===== config.mk =====
export PLATFORM = sky130hd
export DESIGN_NAME = optical_flow_frame_parser
export DESIGN_NICKNAME = d
export VERILOG_FILES = /design/src/hdl/ofp_pkg.sv /design/src/hdl/ofp_byte_reg.sv /design/src/hdl/ofp_frame_track.sv /design/src/hdl/ofp_out_reg.sv /design/src/hdl/optical_flow_frame_parser.sv
export VERILOG_INCLUDE_DIRS = /design/src /design/src/hdl
export SDC_FILE = /design/constraint.sdc
export NUM_CORES = 1
export LEC_CHECK = 0
export BUFFER_PORTS_ARGS = -buffer_cell sky130_fd_sc_hd__buf_4
export CORE_MARGIN = 2
export CORE_UTILIZATION = 30
export DETAILED_ROUTE_END_ITERATION = 10
export PLACE_DENSITY = 0.49
export SLEW_MARGIN = 20
export SYNTH_ARGS = -nofsm -noshare
export SYNTH_HDL_FRONTEND = slang
export SYNTH_SLANG_ARGS = --single-unit

===== constraint.sdc =====
create_clock -name clk -period 6.25 [get_ports clk]
set_clock_uncertainty 0.1 [all_clocks]
set_input_delay 0.625 -clock clk [delete_from_list [all_inputs] [get_ports clk]]
set_output_delay 0.625 -clock clk [all_outputs]
set_load 0.05 [all_outputs]

===== src/hdl/optical_flow_frame_parser_macros.svh =====
// assertion macros shared by the optical flow frame parser rtl
// no dependencies; the asserting modules need clk and rst_n in scope
`ifndef OPTICAL_FLOW_FRAME_PARSER_MACROS_SVH
`define OPTICAL_FLOW_FRAME_PARSER_MACROS_SVH

`ifndef SYNTH
// same-cycle implication, checked out of reset
`define OFP_ASSERT_IMPL(lbl, ante, cons) \
  lbl: assert property (@(posedge clk) disable iff (!rst_n) (ante) |-> (cons)) \
    else $error("ofp assertion failed");
// next-cycle implication, checked out of reset
`define OFP_ASSERT_NEXT(lbl, ante, cons) \
  lbl: assert property (@(posedge clk) disable iff (!rst_n) (ante) |=> (cons)) \
    else $error("ofp assertion failed");
`else
`define OFP_ASSERT_IMPL(lbl, ante, cons)
`define OFP_ASSERT_NEXT(lbl, ante, cons)
`endif

`endif


===== src/hdl/ofp_pkg.sv =====
// types, constants and helpers for the optical flow frame parser
// no dependencies; imported by every module of the block
package ofp_pkg;

  localparam int FRAME_LENGTH = 11;
  localparam int POS_W        = $clog2(FRAME_LENGTH);
  localparam int PAYLOAD_LEN  = 6;

  typedef logic [POS_W-1:0] pos_t;

  localparam pos_t POS_HUNT      = pos_t'(0);
  localparam pos_t POS_PROTO     = pos_t'(1);
  localparam pos_t POS_PAY_FIRST = pos_t'(2);
  localparam pos_t POS_PAY_LAST  = pos_t'(POS_PAY_FIRST + PAYLOAD_LEN - 1);
  localparam pos_t POS_CHECKSUM  = pos_t'(POS_PAY_LAST + 1);
  localparam pos_t POS_QUALITY   = pos_t'(POS_CHECKSUM + 1);
  localparam pos_t POS_FOOTER    = pos_t'(FRAME_LENGTH - 1);

  localparam logic [7:0] HEADER_MARK   = 8'hFE;
  localparam logic [7:0] PROTOCOL_MARK = 8'h04;
  localparam logic [7:0] FOOTER_RESET  = 8'hAA;

  typedef struct packed {
    logic signed [15:0] flow_x;
    logic signed [15:0] flow_y;
    logic [15:0]        distance_cm;
    logic [7:0]         quality;
  } frame_t;

  // times ten as two shifted adds
  function automatic logic [19:0] cm_to_mm(input logic [15:0] cm);
    logic [19:0] wide;
    wide = {4'b0, cm};
    return (wide << 3) + (wide << 1);
  endfunction

endpackage


===== src/hdl/ofp_byte_reg.sv =====
// input register for received bytes, with stall back to the sender
// depends on ofp_pkg
module ofp_byte_reg
  import ofp_pkg::*;
(
  input  logic       clk,
  input  logic       rst_n,
  input  logic       in_valid,
  output logic       in_stall,
  input  logic [7:0] in_rx_byte,
  input  logic       can_load,
  output logic       fire,
  output logic [7:0] rx_byte
);

  logic       vld_r, vld_nxt;
  logic [7:0] byte_r;
  logic       load;

  assign fire     = vld_r && can_load;
  assign load     = !vld_r || fire;
  assign in_stall = !load;
  assign rx_byte  = byte_r;

  always_comb begin
    vld_nxt = load ? in_valid : vld_r;
  end

  always_ff @(posedge clk) begin
    if (!rst_n) begin
      vld_r <= 1'b0;
    end else begin
      vld_r <= vld_nxt;
    end
  end

  always_ff @(posedge clk) begin
    if (load && in_valid) begin
      byte_r <= in_rx_byte;
    end
  end

endmodule


===== src/hdl/ofp_frame_track.sv =====
// frame position tracking, payload capture and checksum for one byte a cycle while fire is high
// depends on ofp_pkg and the assertion macro header
`include "optical_flow_frame_parser_macros.svh"

module ofp_frame_track
  import ofp_pkg::*;
(
  input  logic       clk,
  input  logic       rst_n,
  input  logic       fire,
  input  logic [7:0] rx_byte,
  input  logic [7:0] footer,
  output logic       hit,
  output frame_t     frame
);

  pos_t       pos_r, pos_nxt;
  logic [7:0] sum_r, sum_nxt;
  logic [7:0] pay_r [PAYLOAD_LEN];
  logic [7:0] chk_r;
  logic [7:0] qual_r;

  always_comb begin
    pos_nxt = pos_r;
    sum_nxt = sum_r;
    if (fire) begin
      if (pos_r == POS_HUNT) begin
        if (rx_byte == HEADER_MARK) begin
          pos_nxt = POS_PROTO;
          sum_nxt = 8'd0;
        end
      end else if (pos_r == POS_PROTO) begin
        sum_nxt = 8'd0;
        if (rx_byte == PROTOCOL_MARK) begin
          pos_nxt = POS_PAY_FIRST;
        end else if (rx_byte == HEADER_MARK) begin
          pos_nxt = POS_PROTO;
        end else begin
          pos_nxt = POS_HUNT;
        end
      end else if (pos_r <= POS_PAY_LAST) begin
        sum_nxt = sum_r + rx_byte;
        pos_nxt = pos_r + pos_t'(1);
      end else if (pos_r == POS_CHECKSUM || pos_r == POS_QUALITY) begin
        pos_nxt = pos_r + pos_t'(1);
      end else begin
        // footer byte, or a position past the frame
        pos_nxt = POS_HUNT;
      end
    end
  end

  always_ff @(posedge clk) begin
    if (!rst_n) begin
      pos_r <= POS_HUNT;
      sum_r <= 8'd0;
    end else begin
      pos_r <= pos_nxt;
      sum_r <= sum_nxt;
    end
  end

  always_ff @(posedge clk) begin
    for (int i = 0; i < PAYLOAD_LEN; i++) begin
      if (fire && pos_r == pos_t'(POS_PAY_FIRST + i)) begin
        pay_r[i] <= rx_byte;
      end
    end
    if (fire && pos_r == POS_CHECKSUM) begin
      chk_r <= rx_byte;
    end
    if (fire && pos_r == POS_QUALITY) begin
      qual_r <= rx_byte;
    end
  end

  assign hit = fire && pos_r == POS_FOOTER && rx_byte == footer && chk_r == sum_r;

  always_comb begin
    frame.flow_x      = {pay_r[1], pay_r[0]};
    frame.flow_y      = {pay_r[3], pay_r[2]};
    frame.distance_cm = {pay_r[5], pay_r[4]};
    frame.quality     = qual_r;
  end

  `OFP_ASSERT_IMPL(a_pos_in_frame, 1'b1, pos_r <= POS_FOOTER)
  `OFP_ASSERT_IMPL(a_hit_on_footer, hit, pos_r == POS_FOOTER)
  `OFP_ASSERT_NEXT(a_footer_rehunts, fire && pos_r == POS_FOOTER, pos_r == POS_HUNT)

endmodule


===== src/hdl/ofp_out_reg.sv =====
// result register: unit conversion and output hold under stall
// depends on ofp_pkg
module ofp_out_reg
  import ofp_pkg::*;
(
  input  logic               clk,
  input  logic               rst_n,
  input  logic               hit,
  input  frame_t             frame,
  output logic               can_load,
  output logic               out_valid,
  input  logic               out_stall,
  output logic signed [15:0] out_flow_x,
  output logic signed [15:0] out_flow_y,
  output logic [19:0]        out_distance_mm,
  output logic [7:0]         out_surface_quality
);

  logic               vld_r, vld_nxt;
  logic signed [15:0] fx_r, fy_r;
  logic [19:0]        dist_r;
  logic [7:0]         qual_r;

  assign can_load = !vld_r || !out_stall;

  always_comb begin
    vld_nxt = can_load ? hit : vld_r;
  end

  always_ff @(posedge clk) begin
    if (!rst_n) begin
      vld_r <= 1'b0;
    end else begin
      vld_r <= vld_nxt;
    end
  end

  always_ff @(posedge clk) begin
    if (can_load && hit) begin
      fx_r   <= frame.flow_x;
      fy_r   <= frame.flow_y;
      dist_r <= cm_to_mm(frame.distance_cm);
      qual_r <= frame.quality;
    end
  end

  assign out_valid           = vld_r;
  assign out_flow_x          = fx_r;
  assign out_flow_y          = fy_r;
  assign out_distance_mm     = dist_r;
  assign out_surface_quality = qual_r;

endmodule


===== src/hdl/optical_flow_frame_parser.sv =====
// top level of the optical flow frame parser: footer register and stage wiring
// depends on ofp_pkg, ofp_byte_reg, ofp_frame_track and ofp_out_reg
//
//   channel  direction  handshake          payload
//   in_      input      in_valid/in_stall   in_rx_byte
//   out_     output     out_valid/out_stall flow x, flow y, distance mm, quality
//   cfg_     input      cfg_valid/cfg_ready cfg_footer_byte
//
// one byte a cycle sustained while out_stall is low; a byte is held in the byte register
// and parsed from there, and a frame result appears on the outputs on the cycle after its footer is parsed
// the byte register and the result register are the registers on that path
// synchronous active-low reset returns to header hunt and sets the footer to 0xaa
// an out_stall holds the result; the byte register stalls only when a result is held
module optical_flow_frame_parser
  import ofp_pkg::*;
(
  input  logic               clk,
  input  logic               rst_n,
  // received bytes
  input  logic               in_valid,
  output logic               in_stall,
  input  logic [7:0]         in_rx_byte,
  // decoded frames
  output logic               out_valid,
  input  logic               out_stall,
  output logic signed [15:0] out_flow_x,
  output logic signed [15:0] out_flow_y,
  output logic [19:0]        out_distance_mm,
  output logic [7:0]         out_surface_quality,
  // footer marker register
  input  logic               cfg_valid,
  output logic               cfg_ready,
  input  logic [7:0]         cfg_footer_byte
);

  logic [7:0] footer_r;
  logic       can_load;
  logic       fire;
  logic [7:0] rx_byte;
  logic       hit;
  frame_t     frame;

  // register writes are always taken
  assign cfg_ready = 1'b1;

  always_ff @(posedge clk) begin
    if (!rst_n) begin
      footer_r <= FOOTER_RESET;
    end else if (cfg_valid && cfg_ready) begin
      footer_r <= cfg_footer_byte;
    end
  end

  // stage one: hold the received byte
  ofp_byte_reg u_byte_reg (
    .clk        (clk),
    .rst_n      (rst_n),
    .in_valid   (in_valid),
    .in_stall   (in_stall),
    .in_rx_byte (in_rx_byte),
    .can_load   (can_load),
    .fire       (fire),
    .rx_byte    (rx_byte)
  );

  // stage two: advance the frame position, capture fields, check the frame
  ofp_frame_track u_frame_track (
    .clk     (clk),
    .rst_n   (rst_n),
    .fire    (fire),
    .rx_byte (rx_byte),
    .footer  (footer_r),
    .hit     (hit),
    .frame   (frame)
  );

  // result register, distance scaled to millimetres on the way in
  ofp_out_reg u_out_reg (
    .clk                 (clk),
    .rst_n               (rst_n),
    .hit                 (hit),
    .frame               (frame),
    .can_load            (can_load),
    .out_valid           (out_valid),
    .out_stall           (out_stall),
    .out_flow_x          (out_flow_x),
    .out_flow_y          (out_flow_y),
    .out_distance_mm     (out_distance_mm),
    .out_surface_quality (out_surface_quality)
  );

endmodule


# Yosys cells after proc, flatten, opt, wreduce, memory -nomap -nowiden

Memories as Yosys holds them, arrays and structs flattened. A register that Yosys moved wholly into a read port is not among the register bits.
Index checks and enable logic that the tools add are counted.

Multiplexer cells: 38
$lt $le $gt $ge: 1
Reduce and logical (&&, ||, !) cells: 30
Add/subtract/negate cells: 3
Eq/ne operators: 15

Operator list:

| cell                                                            | number |
|---|---|
| two-way mux 8 bit                                               | 9 |
| OR reduction 8 bit                                              | 5 |
| two-way mux 4 bit                                               | 6 |
| adder 19 x 17 -> 20 bit                                         | 1 |
| two-way mux 1 bit                                               | 18 |
| == test 4 x 3 -> 1 bit (second input constant)                  | 4 |
| == test 8 bit                                                   | 2 |
| two-way mux 3 bit                                               | 5 |
| logical AND 1 bit                                               | 14 |
| == test 4 bit (second input constant)                           | 3 |
| adder 8 bit                                                     | 1 |
| == test 4 x 2 -> 1 bit (second input constant)                  | 2 |
| == test 8 x 3 -> 1 bit (second input constant)                  | 1 |
| == test 8 bit (second input constant)                           | 1 |
| adder 4 x 1 -> 4 bit (second input constant)                    | 1 |
| == test 4 x 1 -> 1 bit (second input constant)                  | 1 |
| less-or-equal comparator 4 x 3 -> 1 bit (second input constant) | 1 |
| logical NOT 1 bit                                               | 4 |
| logical NOT 4 bit                                               | 1 |
| logical OR 1 bit                                                | 3 |
| AND reduction 3 bit                                             | 1 |
| nonzero test 3 bit                                              | 1 |
| != test 2 bit (second input constant)                           | 1 |
| AND reduction 2 bit                                             | 1 |

Register bits after elaboration: 74
Bits in writable memories: 48
Memories kept: 1

Memory list:

| name                | words | width | read ports | clocked after Yosys merged registers in | write ports | RTL line              | source |
|---|---|---|---|---|---|---|---|
| u_frame_track.pay_r | 6     | 8     | 6          | 4                                       | 1           | ofp_frame_track.sv:19 | `logic [7:0] pay_r [PAYLOAD_LEN];` |

# Depth between registers and ports, before layout

Gate-level depths: netlist of run 1.

Word-level depth: 12
Mapped depth: 7

# Hierarchy

Synthesis of run 1 repeated with hierarchy kept, for this count alone.

Cells, all modules: 423
Area total of the unflattened synthesis: 6287.3 um2

By module, submodules not included:

| module                    | sequential area each (um2) | times used | cells each | area each (um2) |
|---|---|---|---|---|
| ofp_frame_track           | 2162.1                     | 1          | 219        | 3135.5 |
| ofp_out_reg               | 1791.7                     | 1          | 164        | 2555.0 |
| optical_flow_frame_parser | 160.2                      | 1          | 27         | 302.8 |
| ofp_byte_reg              | 260.2                      | 1          | 13         | 294.0 |

# Least setup slack after synthesis of run 1

OpenSTA, ideal clock, no wires.

Path kind: input port to flip-flop
Start: in out_stall
End: reg u_out_reg.fx_r[0], in the netlist out_flow_x[0], read port of u_frame_track.pay_r, enable pin
Stages on the path: 3
Data arrival time: 2.534 ns
Setup slack: 3.193 ns
Setup time: 0.423 ns
Path through: a21bo_2 -> nor3_1 -> and4_1

Word-level cells in the longest chain between the ends: 7

RTL lines:

| what                            | RTL line                        | source |
|---|---|---|
| start: declaration              | optical_flow_frame_parser.sv:25 | `input logic out_stall,` |
| logical NOT 1 bit (*)           | ofp_out_reg.sv:24               | `assign can_load = !vld_r \|\| !out_stall;` |
| logical OR 1 bit (*)            | ofp_out_reg.sv:24               |  |
| logical AND 1 bit               | ofp_byte_reg.sv:20              | `assign fire = vld_r && can_load;` |
| logical AND 1 bit (3 in series) | ofp_frame_track.sv:77           | `assign hit = fire && pos_r == POS_FOOTER && rx_byte == footer && chk_r == sum_r;` |
| logical AND 1 bit (*)           | ofp_out_reg.sv:39               | `if (can_load && hit) begin` |
| end: declaration                | ofp_out_reg.sv:20               | `logic signed [15:0] fx_r, fy_r;` |

Every way passes the cells marked *; elsewhere a longest branch is shown, timed or not.
A chain may end at the register's enable or synchronous reset.

# Worst setup path in the final report of run 1

Start: reg u_byte_reg.byte_r[1], in the netlist u_byte_reg.rx_byte[1]
End: reg u_out_reg.dist_r[18], in the netlist u_out_reg.out_distance_mm[18], enable pin

Word-level cells in the longest chain between the ends: 4

RTL lines:

| what                            | RTL line              | source |
|---|---|---|
| start: declaration              | ofp_byte_reg.sv:17    | `logic [7:0] byte_r;` |
| start signal: assignment        | ofp_byte_reg.sv:39    | `byte_r <= in_rx_byte;` |
| == test 8 bit                   | ofp_frame_track.sv:77 |  |
| logical AND 1 bit (2 in series) | ofp_frame_track.sv:77 |  |
| logical AND 1 bit               | ofp_out_reg.sv:39     |  |
| end signal: assignment          | ofp_out_reg.sv:42     | `dist_r <= cm_to_mm(frame.distance_cm);` |
| end: declaration                | ofp_out_reg.sv:21     | `logic [19:0] dist_r;` |

No other way between the ends.

==> run summary, run 1 <==
post-synthesis cell type count - 55
Die ar. - 0.0221 mm²
Vias - 3578
minimum clock period after layout - 2.93 ns
clock-pin slew on the worst setup and hold paths - 0.06 ns
Slowest-stage cell, CP - edfxtp_1
placed insts - 758
CTS tree - built
Synth Area per Inst - 15.1 µm²
leakage - 2.86 nW
cts bufs inserted - 17
Post-CTS Setup Bufs - 0
first-pass iteration count of the detailed router - 4
area of the core - 0.0204 mm²
Logic pwr share - 2.0%
syn_nets - 464
cell row count - 52
Worst setup EP type - register
Sw Pwr - 425 µW
WHS - 0.283 ns
P&R area growth vs syn - 23.4%
routability congestion estimate - 0.788
final wirelength - 12700 µm
Int Power - 1.72 mW
register area share after synthesis - 69.7%
Cell Area, Synth - 0.00627 mm²
PwrDens - 277 mW/mm²
VDD IR max - 0.186 mV
Seq. cell area - 0.00437 mm²
count of input and output buffers - 81
RSZ-0062 raised after global routing - false
Fmax - 342 MHz
vias in the first global route - 3667
worst skew pair latency - 0.42 ns
initial antenna violation count - 0
post-synthesis instance total - 416
clock power share - 44.9%
Final Setup Violations - 0
filler instances - 1908
max cap viols - 0
chip height - 149 µm
footprint of the multi-input gates - 0.00182 mm²
period utilization - 46.8%
Buf/Inv on CP - 1
gr ovfl total - 0
Root Buffer - clkbuf_16
num ports - 84
Initial DRC Count - 209
number of antenna diodes - 0
layout cells sized above 1 - 22.8%
worst-margin pin slew - 0.923 ns
first-pass GRT wire length - 19900 µm
CP startpoint kind - register
worst-path cell chain - xor2_1, nor4_1, and4_2, buf_4
Die W - 149 µm
Fin. Hold Viols - 0
Synth async-reset ratio - 0%
WP data required - 6.20 ns
outcome - completed
pin count of the biggest net entering global routing - 38
WL/cell - 16.2 µm
Switching Share - 19.8%
Residual DRC - 0
Reg power frac - 53.1%
NumNets Final - 555
Post-CTS Hold Fix Bufs - 0
delay-heaviest family, CP - simple AND/OR/NAND/NOR gates
Sink Count - 153
crit path DAT - 2.88 ns
gr usage total - 12.0%
number of max-slew violations in the final report - 0
Setup CP Type - register to register
Synth Register Bits - 153
vias per inst - 4.55
Max clock buf depth - 2
Starting Density - 30.8%
most common cell after layout, fill and taps aside - edfxtp_1
max incr delay on CP - 0.84 ns
commonest cells after routing, fill and taps aside - 131 x edfxtp_1, 82 x buf_4, 25 x ha_1, 22 x dfxtp_1, 21 x xnor2_1
Hold Crit Class - input pin to register
normalized max-slew margin - 38.0%
Post-CTS Resized - 0
synth warn - 0
Setup TNS - 0 ns
Top FF cell, synth - edfxtp_1
Crit Path Max Fanout - 37
H-Tree Depth - 4
fin cells - 787
Pwr Total - 2.14 mW
antenna viol nets, final - 0
Post-synth EDFFs - 131
post-DP HPWL - 8910 µm
registers in the layout (all words and copies together) (netlist names):
register                       flops
u_frame_track.sum_r                8
u_out_reg.out_surface_quality      8
out_flow_y                        16
u_out_reg.out_distance_mm         19
u_frame_track.qual_r               8
out_flow_x                        16
u_byte_reg.vld_r                   1
u_out_reg.out_valid                1
footer_r                           8
u_frame_track.pos_r                4
u_frame_track.pay_r               48
u_byte_reg.rx_byte                 8
u_frame_track.chk_r                8
stage by stage:
stage	instance area, µm²	setup slack (ns)	util, %
4_1_cts	7740	3.26	38.0
3_3_place_gp	7180	3.36	35.3
5_1_grt	7740	3.08	38.0
3_5_place_dp	7180	3.25	35.3
2_1_floorplan	6270	3.19	-
6_report	7740	3.32	38.0
cells in the mapped netlist, types with 5 or more instances:
| cell type | n | area (µm²) |
|---|---|---|
| mux2i_1 | 9 | 90.1 |
| nand3_1 | 10 | 50.1 |
| edfxtp_1 | 131 | 3930 |
| nor2b_1 | 11 | 68.8 |
| nor2_1 | 10 | 37.5 |
| and2_1 | 7 | 43.8 |
| o21ai_0 | 12 | 60.1 |
| clkbuf_1 | 8 | 30.0 |
| inv_1 | 8 | 30.0 |
| a21o_1 | 15 | 113 |
| a21oi_1 | 14 | 70.1 |
| nand2_1 | 18 | 67.6 |
| nand4_1 | 5 | 31.3 |
| xnor2_1 | 21 | 184 |
| ha_1 | 25 | 313 |
| a22oi_1 | 5 | 37.5 |
| dfxtp_1 | 22 | 440 |
| xor2_1 | 10 | 87.6 |
| nor3_1 | 7 | 35.0 |
| and3_1 | 11 | 68.8 |
layer usage:
layer	global-route usage, %	vias up	routed length (µm)
li1	-	1769	-
met1	15.8	1703	5850
met2	19.1	95	6060
met3	3.80	11	685
met4	3.81	0	135
met5	0	-	0
area by class of cell:
type,count,area share [%]
tap,270,4.37
clock buffer,18,5.55
timing repair buffer,82,7.96
clock inverter,11,1.63
inverter,8,0.388
sequential,153,56.5
multi-input combinational,245,23.6
cell families (layout without fill, tap and decap cells):
logic type / Yosys count / count (layout) / share of synthesized area [%]
buffers and inverters: 18 / 119 / 1.20
AND/OR/NAND/NOR: 95 / 95 / 8.38
multiplexers: 9 / 9 / 1.44
adder cells (fa/ha/maj): 27 / 27 / 5.63
XOR/XNOR: 31 / 31 / 4.33
flip-flops: 153 / 153 / 69.7
AO/OA/AOI/OAI: 81 / 81 / 9.18
other: 2 / 2 / 0.120
power groups by stage:
stage / Combinational (mW) / Clock (mW) / Sequential (mW)
final: 0.0434 / 0.961 / 1.14
after global routing: 0.0490 / 1.02 / 1.14
after CTS: 0.0439 / 0.984 / 1.14
after detailed placement: 0.0439 / 0 / 1.16
after global placement: 0.0432 / 0 / 1.16
after floorplan: 0.0299 / 0 / 1.14
path summary, 6_finish.rpt:
kind	start	end	slack (ns)	cells after the start
min	in_rx_byte[0]	u_byte_reg.rx_byte[0]$_DFFE_PP_	0.28	1
max reg2reg	u_byte_reg.rx_byte[1]$_DFFE_PP_	u_out_reg.out_distance_mm[18]$_DFFE_PP_	3.32	4
min reg2reg	u_frame_track.qual_r[4]$_DFFE_PP_	u_out_reg.out_surface_quality[4]$_DFFE_PP_	0.32	0
max	u_byte_reg.rx_byte[1]$_DFFE_PP_	u_out_reg.out_distance_mm[18]$_DFFE_PP_	3.32	4
Power figures use the tool's default switching activity.
==> run 2, diff against run 1 <==
--- a/config.mk
+++ b/config.mk
@@ -6,6 +6,7 @@
 export SDC_FILE = /design/constraint.sdc
 export NUM_CORES = 1
 export LEC_CHECK = 0
+export ABC_AREA = 1
 export BUFFER_PORTS_ARGS = -buffer_cell sky130_fd_sc_hd__buf_4
 export CORE_MARGIN = 2
 export CORE_UTILIZATION = 30
==> constraint.sdc (replaced) <==
create_clock -name clk -period 2.8 [get_ports clk]
set_clock_uncertainty 0.1 [all_clocks]
set_input_delay 0.28 -clock clk [delete_from_list [all_inputs] [get_ports clk]]
set_output_delay 0.28 -clock clk [all_outputs]
set_load 0.05 [all_outputs]
==> run summary, run 2 <==
outcome - completed
routability congestion estimate - 0.836
Residual DRC - 0
first-pass iteration count of the detailed router - 4
number of antenna diodes - 0
worst-margin pin slew - 0.656 ns
period utilization - 79.7%
worst-path cell chain - inv_1, nand2_1, nand2_1, nor2_1, nand2_1, nor2_1, nand3_1, clkinvlp_4, buf_12
delay-heaviest family, CP - flip-flops
gr ovfl total - 0
first-pass GRT wire length - 22100 µm
Vias - 4290
WL/cell - 14.4 µm
most frequent cell after synthesis - nand2_1
placed insts - 937
Max clock buf depth - 2
CTS tree - built
Final Setup Violations - 0
top cells by area, synth - edfxtp_1 61%, nand2_1 8.4%, dfxtp_1 6.8%
register area share after synthesis - 67.7%
Crit Path Max Fanout - 38
most flop-heavy register - u_frame_track.pay_r
Fmax - 448 MHz
PwrDens - 601 mW/mm²
gr usage total - 13.0%
count of input and output buffers - 81
minimum clock period after layout - 2.23 ns
VDD IR max - 0.381 mV
Root Buffer - clkbuf_16
Post-Layout Inst Area - 0.00828 mm²
most common cell after layout, fill and taps aside - nand2_1
crit path DAT - 2.24 ns
Cell Area, Synth - 0.00646 mm²
Top FF cell, synth - edfxtp_1
Worst setup EP type - register
Starting Density - 30.6%
layout cells sized above 1 - 19.7%
Crit path top cell by count - nand2_1
cell row count - 53
Synth Area per Inst - 11.3 µm²
Setup TNS - 0 ns
P&R area growth vs syn - 28.1%
post-synth top area cell - edfxtp_1
syn_nets - 619
Buf/Inv on CP - 3
most instantiated cells after synthesis - 145 x nand2_1, 131 x edfxtp_1, 67 x inv_1, 44 x nor2_1, 34 x a21oi_1
area of the core - 0.0211 mm²
CP startpoint kind - register
Post-synth EDFFs - 131
filler instances - 2101
post-synth top area share - 60.9%
NumNets Final - 744
vias in the first global route - 4234
pin count of the biggest net entering global routing - 39
max reg flops - 48
WP data required - 2.81 ns
Synth Register Bits - 153
Initial DRC Count - 211
post-synthesis cell type count - 33
commonest cells after routing, fill and taps aside - 145 x nand2_1, 131 x edfxtp_1, 94 x buf_4, 66 x inv_1, 44 x nor2_1
post-DP HPWL - 10400 µm
Setup CP Type - register to register
max incr delay on CP - 0.66 ns
Synth async-reset ratio - 0%
final wirelength - 14100 µm
H-Tree Depth - 4
antenna viol nets, final - 0
Die ar. - 0.0227 mm²
Post-CTS Resized - 0
RSZ-0062 raised after global routing - false
clock-pin slew on the worst setup and hold paths - 0.07 ns
synth warn - 0
normalized max-slew margin - 56.2%
initial antenna violation count - 0
max cap viols - 0
fin cells - 984
number of max-slew violations in the final report - 0
worst skew pair latency - 0.43 ns
num ports - 84
Hold Crit Class - input pin to register
Die W - 151 µm
cts bufs inserted - 17
chip height - 151 µm
Fin. Hold Viols - 0
Post-Place Cell Area - 0.00753 mm²
leakage - 3.37 nW
post-synthesis instance total - 571
Sink Count - 153
vias per inst - 4.36
Slowest-stage cell, CP - edfxtp_1
run 2: cell count changes after synthesis, moves of 18 or more:
| cell | previous run | this run |
|---|---|---|
| xnor2_1 | 21 | 3 |
| nand2_1 | 18 | 145 |
| inv_1 | 8 | 67 |
| a21oi_1 | 14 | 34 |
| nand3_1 | 10 | 31 |
| nor2_1 | 10 | 44 |
run 2: cells by family (layout without fill, tap and decap cells):
group / after synthesis / in the layout / share of synthesized area [%]
AOI/OAI and AO/OA: 60 / 60 / 4.92
xor gates and xnor gates: 14 / 14 / 1.90
adders and majority gates: 27 / 27 / 5.46
buffers and inverters: 74 / 212 / 4.45
DFF: 153 / 153 / 67.7
other: 2 / 2 / 0.116
and+or+nand+nor: 241 / 241 / 15.5
run 2: path summary, 6_finish.rpt:
kind	from	to	slack (ns)	depth (start not counted)
min reg2reg	u_frame_track.qual_r[4]$_DFFE_PP_	u_out_reg.out_surface_quality[4]$_DFFE_PP_	0.32	0
max reg2reg	u_byte_reg.rx_byte[0]$_DFFE_PP_	u_out_reg.out_distance_mm[4]$_DFFE_PP_	0.57	9
min	rst_n	footer_r[3]$_SDFFE_PN1P_	0.01	2
max	u_byte_reg.rx_byte[0]$_DFFE_PP_	u_out_reg.out_distance_mm[4]$_DFFE_PP_	0.57	9
run 2: layer usage:
layer	vias up	track usage, %	wire (µm)
met5	-	0	0
met4	0	4.39	171
met3	16	3.33	504
met2	99	21.2	6800
met1	1995	17.0	6670
li1	2180	-	-
run 2: through the flow:
stage                     hold slack (ns)  setup slack (ns)  util (%)  power [mW]
after floorplan                     0.279             0.192         -        2.63
after global placement              0.301             0.598      35.7        2.70
after detailed placement            0.306             0.526      35.7        2.71
after CTS                         0.00218             0.518      39.2        5.03
after global routing               0.0210             0.353      39.2        5.14
final                              0.0108             0.569      39.2        4.98
run 2: what timing repair did:
item / in CTS / in global routing
hold buffers: 15 / 0
hold endpoints to repair: 13 / 0
buffers inserted: 0 / 0
run 2: report_power, final:
group | switching (mW) | internal [mW] | leakage (nW)
combinational | 0.0865 | 0.0659 | 1.72
sequential | 0.0360 | 2.48 | 1.36
clock | 1.03 | 1.28 | 0.289
total | 1.15 | 3.83 | 3.37
run 2: final cells by class:
type | instances | area, µm² | share of cell area (%)
inverters | 69 | 263 | 3.17
clock inverters | 15 | 175 | 2.12
multi-input cells | 344 | 1800 | 21.7
well taps | 275 | 344 | 4.16
clock buffers | 17 | 425 | 5.14
flip-flops and latches | 153 | 4370 | 52.8
repair buffers | 111 | 896 | 10.8
